## src/hdl/wbps_pkg.sv

```systemverilog
package wbps_pkg;

	localparam int PatternMax = 32;
	localparam int PatternWidth = (PatternMax > 32) ? 32 : PatternMax;
	localparam int OffsetBits = 32;
	localparam int OffsetWidth = (OffsetBits > 32) ? 32 : OffsetBits;

	localparam int CfgDataWidth = 64;
	localparam int CfgAddrWidth = 6;
	localparam int LenWidth = 6;

	typedef enum logic [2:0] {
		REG_PAT_LOW    = 3'd0,
		REG_PAT_SECOND = 3'd1,
		REG_PAT_THIRD  = 3'd2,
		REG_PAT_HIGH   = 3'd3,
		REG_WILDCARD   = 3'd4,
		REG_LENGTH     = 3'd5,
		REG_MODE       = 3'd6
	} reg_idx_t;

	typedef struct packed {
		logic [3:0][63:0]         pattern;
		logic [31:0]              wild_mask;
		logic [LenWidth-1:0]      length;
		logic                     first_only;
	} cfg_t;

	typedef struct packed {
		logic valid_s1;
	} scan_status_t;

endpackage

```

## src/hdl/wbps_byte_if.sv

```systemverilog
interface wbps_byte_if;
	logic       valid;
	logic       ready;
	logic [7:0] data_byte;
	logic       region_first;

	modport source (output valid, output data_byte, output region_first, input ready);
	modport sink (input valid, input data_byte, input region_first, output ready);
endinterface

```

## src/hdl/wbps_match_if.sv

```systemverilog
interface wbps_match_if;
	logic        valid;
	logic        ready;
	logic [31:0] match_offset;

	modport source (output valid, output match_offset, input ready);
	modport sink (input valid, input match_offset, output ready);
endinterface

```

## src/hdl/wildcard_byte_pattern_scan.sv

```systemverilog
// Scans a byte stream for a signature of up to 32 bytes, any of which may be
// a wildcard, and returns the region offset of the first byte of each match
// (overlaps included; only the first match per region in first-only mode).
// One byte is taken per cycle, back to back, unless a held result word stalls
// the stream; a byte is held in the input register and its match word in the
// result register, with the combinational shift-and update between them. Program the signature
// over the register port only while no bytes are in flight.
module wildcard_byte_pattern_scan (
	input  logic                             clk,
	input  logic                             arst_n,
	wbps_byte_if.sink                        stream,
	wbps_match_if.source                     result,
	input  logic                             psel,
	input  logic                             penable,
	input  logic                             pwrite,
	input  logic [wbps_pkg::CfgAddrWidth-1:0] paddr,
	input  logic [wbps_pkg::CfgDataWidth-1:0] pwdata,
	output logic [wbps_pkg::CfgDataWidth-1:0] prdata,
	output logic                             pready
);

	wbps_pkg::cfg_t cfg;
	wbps_pkg::scan_status_t status;

	wbps_cfg u_cfg (
		.clk     (clk),
		.arst_n  (arst_n),
		.psel    (psel),
		.penable (penable),
		.pwrite  (pwrite),
		.paddr   (paddr),
		.pwdata  (pwdata),
		.prdata  (prdata),
		.pready  (pready),
		.cfg     (cfg)
	);

	wbps_scan u_scan (
		.clk    (clk),
		.arst_n (arst_n),
		.cfg    (cfg),
		.stream (stream),
		.result (result),
		.status (status)
	);

	// an empty result register never holds the stream off
	a_ready_when_out_empty: assert property (@(posedge clk) disable iff (!arst_n)
		!result.valid |-> stream.ready)
		else $error("stream stalled with empty result register");

	// a new result word only comes from a byte held in the input stage
	a_result_from_stage: assert property (@(posedge clk) disable iff (!arst_n)
		$rose(result.valid) |-> $past(status.valid_s1))
		else $error("result word without a byte in flight");

	// every byte taken lands in the input stage next cycle
	a_stage_fill: assert property (@(posedge clk) disable iff (!arst_n)
		(stream.valid && stream.ready) |=> status.valid_s1)
		else $error("accepted byte lost from input stage");

endmodule

```

## src/hdl/wbps_cfg.sv

```systemverilog
module wbps_cfg (
	input  logic                             clk,
	input  logic                             arst_n,
	input  logic                             psel,
	input  logic                             penable,
	input  logic                             pwrite,
	input  logic [wbps_pkg::CfgAddrWidth-1:0] paddr,
	input  logic [wbps_pkg::CfgDataWidth-1:0] pwdata,
	output logic [wbps_pkg::CfgDataWidth-1:0] prdata,
	output logic                             pready,
	output wbps_pkg::cfg_t                   cfg
);

	wbps_pkg::cfg_t cfg_q;
	wbps_pkg::reg_idx_t idx;
	logic wr_en;

	assign idx = wbps_pkg::reg_idx_t'(paddr[wbps_pkg::CfgAddrWidth-1:3]);
	assign wr_en = psel && penable && pwrite;
	assign pready = 1'b1;
	assign cfg = cfg_q;

	always_ff @(posedge clk or negedge arst_n) begin
		if (!arst_n) begin
			cfg_q.pattern <= '0;
			cfg_q.wild_mask <= '0;
			cfg_q.length <= wbps_pkg::LenWidth'(1);
			cfg_q.first_only <= 1'b0;
		end else if (wr_en) begin
			case (idx)
				wbps_pkg::REG_PAT_LOW:    cfg_q.pattern[0] <= pwdata;
				wbps_pkg::REG_PAT_SECOND: cfg_q.pattern[1] <= pwdata;
				wbps_pkg::REG_PAT_THIRD:  cfg_q.pattern[2] <= pwdata;
				wbps_pkg::REG_PAT_HIGH:   cfg_q.pattern[3] <= pwdata;
				wbps_pkg::REG_WILDCARD:   cfg_q.wild_mask <= pwdata[31:0];
				wbps_pkg::REG_LENGTH:     cfg_q.length <= pwdata[wbps_pkg::LenWidth-1:0];
				wbps_pkg::REG_MODE:       cfg_q.first_only <= pwdata[0];
				default: ;
			endcase
		end
	end

	always_comb begin
		prdata = '0;
		case (idx)
			wbps_pkg::REG_PAT_LOW:    prdata = cfg_q.pattern[0];
			wbps_pkg::REG_PAT_SECOND: prdata = cfg_q.pattern[1];
			wbps_pkg::REG_PAT_THIRD:  prdata = cfg_q.pattern[2];
			wbps_pkg::REG_PAT_HIGH:   prdata = cfg_q.pattern[3];
			wbps_pkg::REG_WILDCARD:   prdata = {32'd0, cfg_q.wild_mask};
			wbps_pkg::REG_LENGTH:     prdata = {58'd0, cfg_q.length};
			wbps_pkg::REG_MODE:       prdata = {63'd0, cfg_q.first_only};
			default:                  prdata = '0;
		endcase
	end

endmodule

```

## src/hdl/wbps_scan.sv

```systemverilog
module wbps_scan (
	input  logic                       clk,
	input  logic                       arst_n,
	input  wbps_pkg::cfg_t             cfg,
	wbps_byte_if.sink                  stream,
	wbps_match_if.source               result,
	output wbps_pkg::scan_status_t     status
);

	localparam int PW = wbps_pkg::PatternWidth;
	localparam int OW = wbps_pkg::OffsetWidth;
	localparam int LW = wbps_pkg::LenWidth;

	// input stage
	logic       valid_s1;
	logic [7:0] byte_s1;
	logic       first_s1;

	// scan state
	logic [PW-1:0] partial_q;
	logic [OW-1:0] offset_q;
	logic          seen_q;

	// result register
	logic        out_valid_q;
	logic [31:0] out_offset_q;

	logic          go_s1;
	logic [LW-1:0] n;
	logic [PW-1:0] accept;
	logic [PW-1:0] partial_base;
	logic [PW-1:0] partial_next;
	logic [OW-1:0] pos;
	logic          seen_base;
	logic          in_range;
	logic          top_hit;
	logic          hit;
	logic [31:0]   hit_offset;
	logic [7:0]    sig_byte;

	assign go_s1 = valid_s1 && (!out_valid_q || result.ready);
	assign stream.ready = !valid_s1 || go_s1;
	assign result.valid = out_valid_q;
	assign result.match_offset = out_offset_q;
	assign status.valid_s1 = valid_s1;

	always_comb begin
		sig_byte = '0;
		n = (cfg.length > LW'(PW)) ? LW'(PW) : cfg.length;
		for (int i = 0; i < PW; i++) begin
			sig_byte = cfg.pattern[i / 8][(i % 8) * 8 +: 8];
			accept[i] = (cfg.wild_mask[i] || (sig_byte == byte_s1)) && (LW'(i) < n);
		end
		partial_base = first_s1 ? '0 : partial_q;
		pos = first_s1 ? '0 : offset_q;
		seen_base = first_s1 ? 1'b0 : seen_q;
		in_range = (pos != {OW{1'b1}});
		partial_next = ((partial_base << 1) | PW'(1)) & accept;
		top_hit = (n != '0) && partial_next[$clog2(PW)'(n - LW'(1))];
		hit = top_hit && in_range && !(cfg.first_only && seen_base);
		hit_offset = 32'(pos) - (32'(n) - 32'd1);
	end

	always_ff @(posedge clk or negedge arst_n) begin
		if (!arst_n) begin
			valid_s1 <= 1'b0;
		end else if (stream.valid && stream.ready) begin
			valid_s1 <= 1'b1;
		end else if (go_s1) begin
			valid_s1 <= 1'b0;
		end
	end

	always_ff @(posedge clk) begin
		if (stream.valid && stream.ready) begin
			byte_s1 <= stream.data_byte;
			first_s1 <= stream.region_first;
		end
	end

	always_ff @(posedge clk or negedge arst_n) begin
		if (!arst_n) begin
			partial_q <= '0;
			offset_q <= '0;
			seen_q <= 1'b0;
		end else if (go_s1) begin
			partial_q <= partial_next;
			offset_q <= in_range ? pos + OW'(1) : pos;
			seen_q <= seen_base || hit;
		end
	end

	always_ff @(posedge clk or negedge arst_n) begin
		if (!arst_n) begin
			out_valid_q <= 1'b0;
		end else if (go_s1) begin
			out_valid_q <= hit;
		end else if (result.ready) begin
			out_valid_q <= 1'b0;
		end
	end

	always_ff @(posedge clk) begin
		if (go_s1 && hit) begin
			out_offset_q <= hit_offset;
		end
	end

endmodule

```

## src/flat_wrapper.sv

```systemverilog
// flat-port wrapper written by rule: the top's interface ports become plain ports
module wildcard_byte_pattern_scan_flat 
  (clk, arst_n, psel, penable, pwrite, paddr, pwdata, prdata, pready, stream_valid, stream_data_byte, stream_region_first, stream_ready, result_valid, result_match_offset, result_ready);
  wbps_byte_if stream_i ();
  wbps_match_if result_i ();
  input  logic clk;
  input  logic arst_n;
  input  logic psel;
  input  logic penable;
  input  logic pwrite;
  input  logic [wbps_pkg::CfgAddrWidth-1:0] paddr;
  input  logic [wbps_pkg::CfgDataWidth-1:0] pwdata;
  output logic [wbps_pkg::CfgDataWidth-1:0] prdata;
  output logic pready;
  input wire logic [$bits(stream_i.valid)-1:0] stream_valid;
  input wire logic [$bits(stream_i.data_byte)-1:0] stream_data_byte;
  input wire logic [$bits(stream_i.region_first)-1:0] stream_region_first;
  output wire logic [$bits(stream_i.ready)-1:0] stream_ready;
  output wire logic [$bits(result_i.valid)-1:0] result_valid;
  output wire logic [$bits(result_i.match_offset)-1:0] result_match_offset;
  input wire logic [$bits(result_i.ready)-1:0] result_ready;
  assign stream_i.valid = stream_valid;
  assign stream_i.data_byte = stream_data_byte;
  assign stream_i.region_first = stream_region_first;
  assign stream_ready = stream_i.ready;
  assign result_valid = result_i.valid;
  assign result_match_offset = result_i.match_offset;
  assign result_i.ready = result_ready;
  wildcard_byte_pattern_scan u_core (.clk(clk), .arst_n(arst_n), .stream(stream_i), .result(result_i), .psel(psel), .penable(penable), .pwrite(pwrite), .paddr(paddr), .pwdata(pwdata), .prdata(prdata), .pready(pready));
endmodule
```

## config.mk

```make
export PLATFORM = sky130hd
export DESIGN_NAME = wildcard_byte_pattern_scan_flat
export DESIGN_NICKNAME = d
export VERILOG_FILES = /design/src/hdl/wbps_pkg.sv /design/src/hdl/wbps_byte_if.sv /design/src/hdl/wbps_match_if.sv /design/src/hdl/wildcard_byte_pattern_scan.sv /design/src/hdl/wbps_cfg.sv /design/src/hdl/wbps_scan.sv /design/src/flat_wrapper.sv
export SDC_FILE = /design/constraint.sdc
export NUM_CORES = 1
export LEC_CHECK = 0
export BUFFER_PORTS_ARGS = -buffer_cell sky130_fd_sc_hd__buf_2
export CAP_MARGIN = 40
export CORE_MARGIN = 2
export CORE_UTILIZATION = 65
export CTS_BUF_LIST = sky130_fd_sc_hd__clkbuf_4 sky130_fd_sc_hd__clkbuf_8
export CTS_CLUSTER_DIAMETER = 100
export DETAILED_ROUTE_END_ITERATION = 16
export MAX_ROUTING_LAYER = met4
export PLACE_DENSITY_LB_ADDON = 0.12
export SLEW_MARGIN = 30
export SYNTH_ARGS = -nofsm -noshare
export SYNTH_HDL_FRONTEND = slang
export SYNTH_HIERARCHICAL = 1
export SYNTH_SLANG_ARGS = --single-unit
```

## constraint.sdc

```tcl
create_clock -name clk -period 13.65 [get_ports clk]
set_input_delay 0.6825 -clock clk [delete_from_list [all_inputs] [get_ports clk]]
set_output_delay 0.6825 -clock clk [all_outputs]
set_load 0.05 [all_outputs]
```

# Word level (Yosys, flattened, before mapping)
# Cells that the tools add are included.
[word_totals]
reg_bits = 402
in_bits = 86
[classes]
n_addsub = 4
n_lt_le_gt_ge = 34
eq_ne = 39
mux = 12
bitwise_logic = 1
reduce_logical = 90
[ops]
columns = ["operator", "count"]
rows = [
  ["$pmux W64 S7", 1],
  ["$eq A8 B8 Y1", 32],
  ["$lt A5 B6 Y1 const A", 16],
  ["$mux W32", 2],
  ["$lt A4 B6 Y1 const A", 8],
  ["$logic_and A1 B1 Y1", 41],
  ["$logic_or A1 B1 Y1", 35],
  ["$add A32 B1 Y32 const B", 1],
  ["$and A32 B32 Y32", 1],
  ["$ne A32 B32 Y1 const B", 1],
  ["$sub A32 B32 Y32", 1],
  ["$mux W31", 1],
  ["$lt A3 B6 Y1 const A", 4],
  ["$reduce_and A2 Y1", 7],
  ["$lt A1 B6 Y1 const A", 2],
  ["$lt A2 B6 Y1 const A", 2],
  ["$eq A3 B3 Y1 const B", 3],
  ["$sub A6 B1 Y7 const B", 1],
  ["$eq A3 B2 Y1 const B", 2],
  ["$gt A6 B6 Y1 const B", 1],
  ["$lt A5 B6 Y1 const B", 1],
  ["$mux W1", 6],
  ["$mux W6", 1],
  ["$reduce_bool A6 Y1", 1],
  ["other kinds (6)", 9],
]

# Depth between registers and ports, before layout
[depth]
word_depth = 11
ltp_mapped = 17
ltp_nobuf = 15

# By module
# The synthesis kept the hierarchy.
[by_module_without_submodules]
columns = ["module", "n_inst", "cells_each", "area_per_inst_um2"]
rows = [
  ["wbps_cfg", 1, 848, 13320.3],
  ["wbps_scan", 1, 1136, 9867.0],
]

# Least setup slack after synthesis
# No wires, ideal clock.
[synth_path]
path_type = "register to register"
startpoint = "register u_core.u_cfg.cfg_q (netlist bit u_core/u_cfg/cfg[6])"
endpoint = "register u_core.u_scan.out_offset_q[0], in the netlist u_core/u_scan/result.match_offset[0] (enable)"
setup_time_ns = 0.466
arrival_ns = 4.869
required_time_ns = 13.184
setup_slack_ns = 8.316
stages_incl_launch_ff = 13
path_buffers = 2
synth_period_minus_slack_ns = 5.334
path_cell_list = "dfrtp_1 clkbuf_1 nor2b_1 clkinv_1 clkbuf_1 ha_1 nand2_1 nor2_1 inv_1 o21ai_0 nor2_1 nand2_1 o21ai_0"
[synth_via]
elab_chain_len = 11
[synth_lines]
columns = ["item", "line_no", "rtl"]
rows = [
  ["from (decl)", "wbps_cfg.sv:14", "wbps_pkg::cfg_t cfg_q;"],
  ["$gt A6 B6 Y1", "wbps_scan.sv:49", "n = (cfg.length > LW'(PW)) ? LW'(PW) : cfg.length;"],
  ["$mux W6 *", "wbps_scan.sv:49", ""],
  ["$lt A1 B6 Y1 (tied with other cells)", "wbps_scan.sv:52", "accept[i] = (cfg.wild_mask[i] || (sig_byte == byte_s1)) && (LW'(i) < n);"],
  ["$logic_and A1 B1 Y1", "wbps_scan.sv:52", ""],
  ["$and A32 B32 Y32", "wbps_scan.sv:58", "partial_next = ((partial_base << 1) | PW'(1)) & accept;"],
  ["$bmux W1 S5", "wbps_scan.sv:59", "top_hit = (n != '0) && partial_next[$clog2(PW)'(n - LW'(1))];"],
  ["$mux W1 (implied by the code)", "wbps_scan.sv:59", ""],
  ["$logic_and A1 B1 Y1 *", "wbps_scan.sv:59", ""],
  ["$logic_and A1 B1 Y1 * (2 in series)", "wbps_scan.sv:60", "hit = top_hit && in_range && !(cfg.first_only && seen_base);"],
  ["$logic_and A1 B1 Y1 *", "wbps_scan.sv:104", "if (go_s1 && hit) begin"],
  ["to (signal assigned)", "wbps_scan.sv:105", "out_offset_q <= hit_offset;"],
  ["to (decl)", "wbps_scan.sv:26", "logic [31:0] out_offset_q;"],
]
# Every way passes the cells marked *; elsewhere a longest branch is shown, timed or not. The select of a mux whose other input is x is not followed.
# A chain may end at the register's enable or synchronous reset.

# Worst setup path after layout
[layout_path]
startpoint = "register u_core.u_cfg.cfg_q (netlist bit u_core/u_cfg/cfg[6])"
endpoint = "register u_core.u_scan.out_offset_q[30], in the netlist u_core/u_scan/result.match_offset[30] (data pin)"
[layout_via]
elab_chain_len = 4
[layout_lines]
columns = ["item", "line_no", "rtl"]
rows = [
  ["$gt A6 B6 Y1", "wbps_scan.sv:49", ""],
  ["$mux W6 *", "wbps_scan.sv:49", ""],
  ["$sub A6 B1 Y7 *", "wbps_scan.sv:61", "hit_offset = 32'(pos) - (32'(n) - 32'd1);"],
  ["$sub A32 B32 Y32 *", "wbps_scan.sv:61", ""],
  ["named net u_core.u_scan.hit_offset[30]", "wbps_scan.sv:38", "logic [31:0] hit_offset;"],
]
# Mark *: on every way through the listed nets, which the timed path passes. The rest lies on a longest branch.

==> flow_metrics.env <==
export IMPL_status="finished, final reports clean"
export IMPL_routed_wl_um=62600
export IMPL_htreeDepth=3
export IMPL_ctsRootBufferMaster="clkbuf_8"
export IMPL_synth_area_per_cell_um2=11.7
export IMPL_slowest_stage="clkinv_1"
export IMPL_yosysWarnings=6
export IMPL_synthCells=1984
export IMPL_gr_total_overflow=0
export IMPL_cp_data_required_time_ns=14.00
export IMPL_ys_async_sr_fraction_pct=89.8
export IMPL_yosys_area_share_simple_pct=11.1
export IMPL_ys_flop_type="dfrtp_1"
export IMPL_drc_errors=0
export IMPL_synth_adder_area_share_pct=1.97
export IMPL_cts_resized=0
export IMPL_synth_compound_area_share_pct=7.38
export IMPL_portBuffers=180
export IMPL_placed_cell_area_mm2=0.0243
export IMPL_fin_skew_ns=0.0332
export IMPL_hpwl_um=41600
export IMPL_tightestPinTransition_ns=0.867
export IMPL_viasPerCell=6.37
export IMPL_p_seq_share_pct=40.9
export IMPL_p_per_area_mw_per_mm2=153
export IMPL_nets=2277
export IMPL_design_area_mm2=0.0260
export IMPL_tns_ns=0
export IMPL_grt_setup_unrepaired="no"
export IMPL_die_y_um=193
export IMPL_p_int_mw=2.58
export IMPL_crit_fanout=24
export IMPL_fillers=2462
export IMPL_synth_seq_cells=402
export IMPL_grt_usage_pct=35.2
export IMPL_critPathCaptureType="flop"
export IMPL_final_cell_mix="dfrtp_1 (360), mux2_2 (281), xor2_1 (280), buf_2 (178), nand2_1 (118)"
export IMPL_fin_crit_sh_pct=41.3
export IMPL_ctsHoldBuffers=0
export IMPL_start_kind="flop"
export IMPL_synth_area_mux_share_pct=19.7
export IMPL_grt_start_max_net_pins=106
export IMPL_drive_gt1_share_pct=30.9
export IMPL_cts_sinks=402
export IMPL_gp_congestion=0.908
export IMPL_path_clk_slew_ns=0.06
export IMPL_grt_pass1_wl_um=96400
export IMPL_synthXorXnorAreaFrac_pct=12.0
export IMPL_slowest_delay_ns=0.61
export IMPL_yosysTopAreaCellShare_pct=38.9
export IMPL_fmaxAchievable_mhz=178
export IMPL_place_inst=2540
export IMPL_dr_total_vias=17000
export IMPL_clk_latency_ns=0.63
export IMPL_dr_pass1_iters=6
export IMPL_finalMaxSlewViolations=0
export IMPL_core_mm2=0.0353
export IMPL_synthToLayoutAreaGrowth_pct=12.0
export IMPL_num_io_pins=185
export IMPL_post_cts_setup_buffers=0
export IMPL_cts_max_path_buffers=3
export IMPL_dieWidth_um=193
export IMPL_max_slew_margin_pct=41.7
export IMPL_final_common_cell="dfrtp_1"
export IMPL_drtIter0Drc=1476
export IMPL_max_cap_violations=0
export IMPL_syn_nets=2106
export IMPL_swShare_pct=35.3
export IMPL_synth_edf_count=41
export IMPL_p_clk_share_pct=30.6
export IMPL_synth_top_family_by_area="multiplexers"
export IMPL_final_cells=2675
export IMPL_cts_tree="done"
export IMPL_switchingPower_mw=1.40
export IMPL_dieArea_mm2=0.0372
export IMPL_hold_violations=0
export IMPL_leakage_nw=11.7
export IMPL_cts_made_buffers=72
export IMPL_wire_per_inst_um=23.4
export IMPL_peakVddDrop_uv=126
export IMPL_finalSetupViolCount=0
export IMPL_synth_largest_area_cell="dfrtp_1"
export IMPL_arrival_ns=5.98
export IMPL_period_needed_ns=5.63
export IMPL_timing_worst_setup_path_type="flop to flop"
export IMPL_grt_pass1_vias=17000
export IMPL_fin_util_pct=73.5
export IMPL_start_util_pct=65.7
export IMPL_crit_path_cell_trace="buf_4 > nor2b_1 > buf_4 > clkinv_1 > ha_1 > xnor2_1 > clkinv_1 > ha_1 > a21oi_1 > a2bb2oi_1 > nor3b_1 > o211ai_1 > a31oi_1 > or4_1 > a21oi_1 > or4b_1"
export IMPL_antenna_left=0
export IMPL_yosys_top_cells_area="dfrtp_1 (39%), mux2_2 (14%), xor2_1 (11%)"
export IMPL_pre_cts_slack_ns=8.20
export IMPL_netlist_area_mm2=0.0232
export IMPL_holdWs_ns=0.103
export IMPL_fin_ws_ns=8.02
export IMPL_finalPower_mw=3.98
export IMPL_row_count=69
export IMPL_ys_seq_area_share_pct=44.3
export IMPL_min_path_type="primary input to asynchronous set/reset pin"
export IMPL_antenna_found_initial=5
export IMPL_comb_power_share_pct=28.6
export IMPL_synth_distinct_cells=77
[worst max-delay path, delay by kind of cell (launching register included)]
family	cells	cell delay (ns)
simple gates	4	1.19
flops	1	0.36
buf+inv	4	1.36
compound gates	5	1.13
fa+ha+maj	2	1.03
xor+xnor	1	0.25
[path summary, 6_finish.rpt]
kind | to | startpoint | depth (start not counted) | slack (ns)
max in group asynchronous | u_core/u_cfg/cfg[97]$_DFFE_PN0P_ | arst_n | 3 | 12.04
max reg2reg | u_core/u_scan/result.match_offset[30]$_DFFE_PP_ | u_core/u_cfg/cfg[6]$_DFFE_PN0P_ | 16 | 8.02
min in group clk | u_core/u_scan/byte_s1[6]$_DFFE_PP_ | stream_data_byte[6] | 1 | 0.23
max | u_core/u_scan/result.match_offset[30]$_DFFE_PP_ | u_core/u_cfg/cfg[6]$_DFFE_PN0P_ | 16 | 8.02
min reg2reg | u_core/u_scan/partial_q[18]$_DFFE_PN0P_ | u_core/u_scan/partial_q[18]$_DFFE_PN0P_ | 2 | 0.48
min | u_core/u_cfg/cfg[234]$_DFFE_PN0P_ | arst_n | 1 | 0.10
[kinds of logic (layout without fill, tap and decap cells)]
group | Yosys count | in the layout
adders and majority gates | 36 | 36
other | 1 | 6
DFF | 402 | 402
xor gates and xnor gates | 318 | 318
and+or+nand+nor | 452 | 452
AOI/OAI and AO/OA | 250 | 250
muxes | 378 | 378
buffers and inverters | 147 | 372
[final cells by class]
type,count,area (um2),area share [%]
multi-input combinational,1435,12100,46.6
sequential,402,10300,39.5
clock buffer,116,1480,5.71
timing repair buffer,216,1330,5.13
tap,461,577,2.22
inverter,28,105,0.405
clock inverter,12,95.1,0.366
antenna,5,12.5,0.0482
[layer usage]
metal,wire length (um),up-vias,global-route usage (%)
met5,0,-,-
met4,1700,0,12.0
met3,5260,123,6.67
met2,28800,738,52.6
met1,26800,8625,48.5
li1,-,7556,-
[synth_stat cells, types with 26 or more instances]
master / instances
a21oi_1: 77
a221o_1: 26
buf_2: 48
clkbuf_1: 37
dfrtp_1: 360
edfxtp_1: 41
ha_1: 35
inv_1: 26
mux2_2: 281
mux2i_1: 42
mux4_2: 32
nand2_1: 118
nor2_1: 44
nor2b_1: 67
nor4_1: 77
o21ai_0: 33
o2bb2ai_1: 26
xnor2_1: 38
xor2_1: 280
[sequential cells by signal, indices dropped and copies added (netlist names)]
register	count
u_core/u_scan/result.valid	1
u_core/u_scan/first_s1	1
u_core/u_cfg/cfg	295
u_core/u_scan/seen_q	1
u_core/u_scan/offset_q	32
u_core/u_scan/result.match_offset	32
u_core/u_scan/status	1
u_core/u_scan/partial_q	31
u_core/u_scan/byte_s1	8
[power groups by stage]
stage	combinational (mW)	clock (mW)	sequential, mW
after floorplan	0.771	0	1.65
after global placement	1.09	0	1.63
after detailed placement	1.11	0	1.64
after CTS	1.12	1.23	1.62
after global routing	1.22	1.29	1.65
final	1.14	1.22	1.63
No activity file was read; power rests on OpenSTA's default activity.
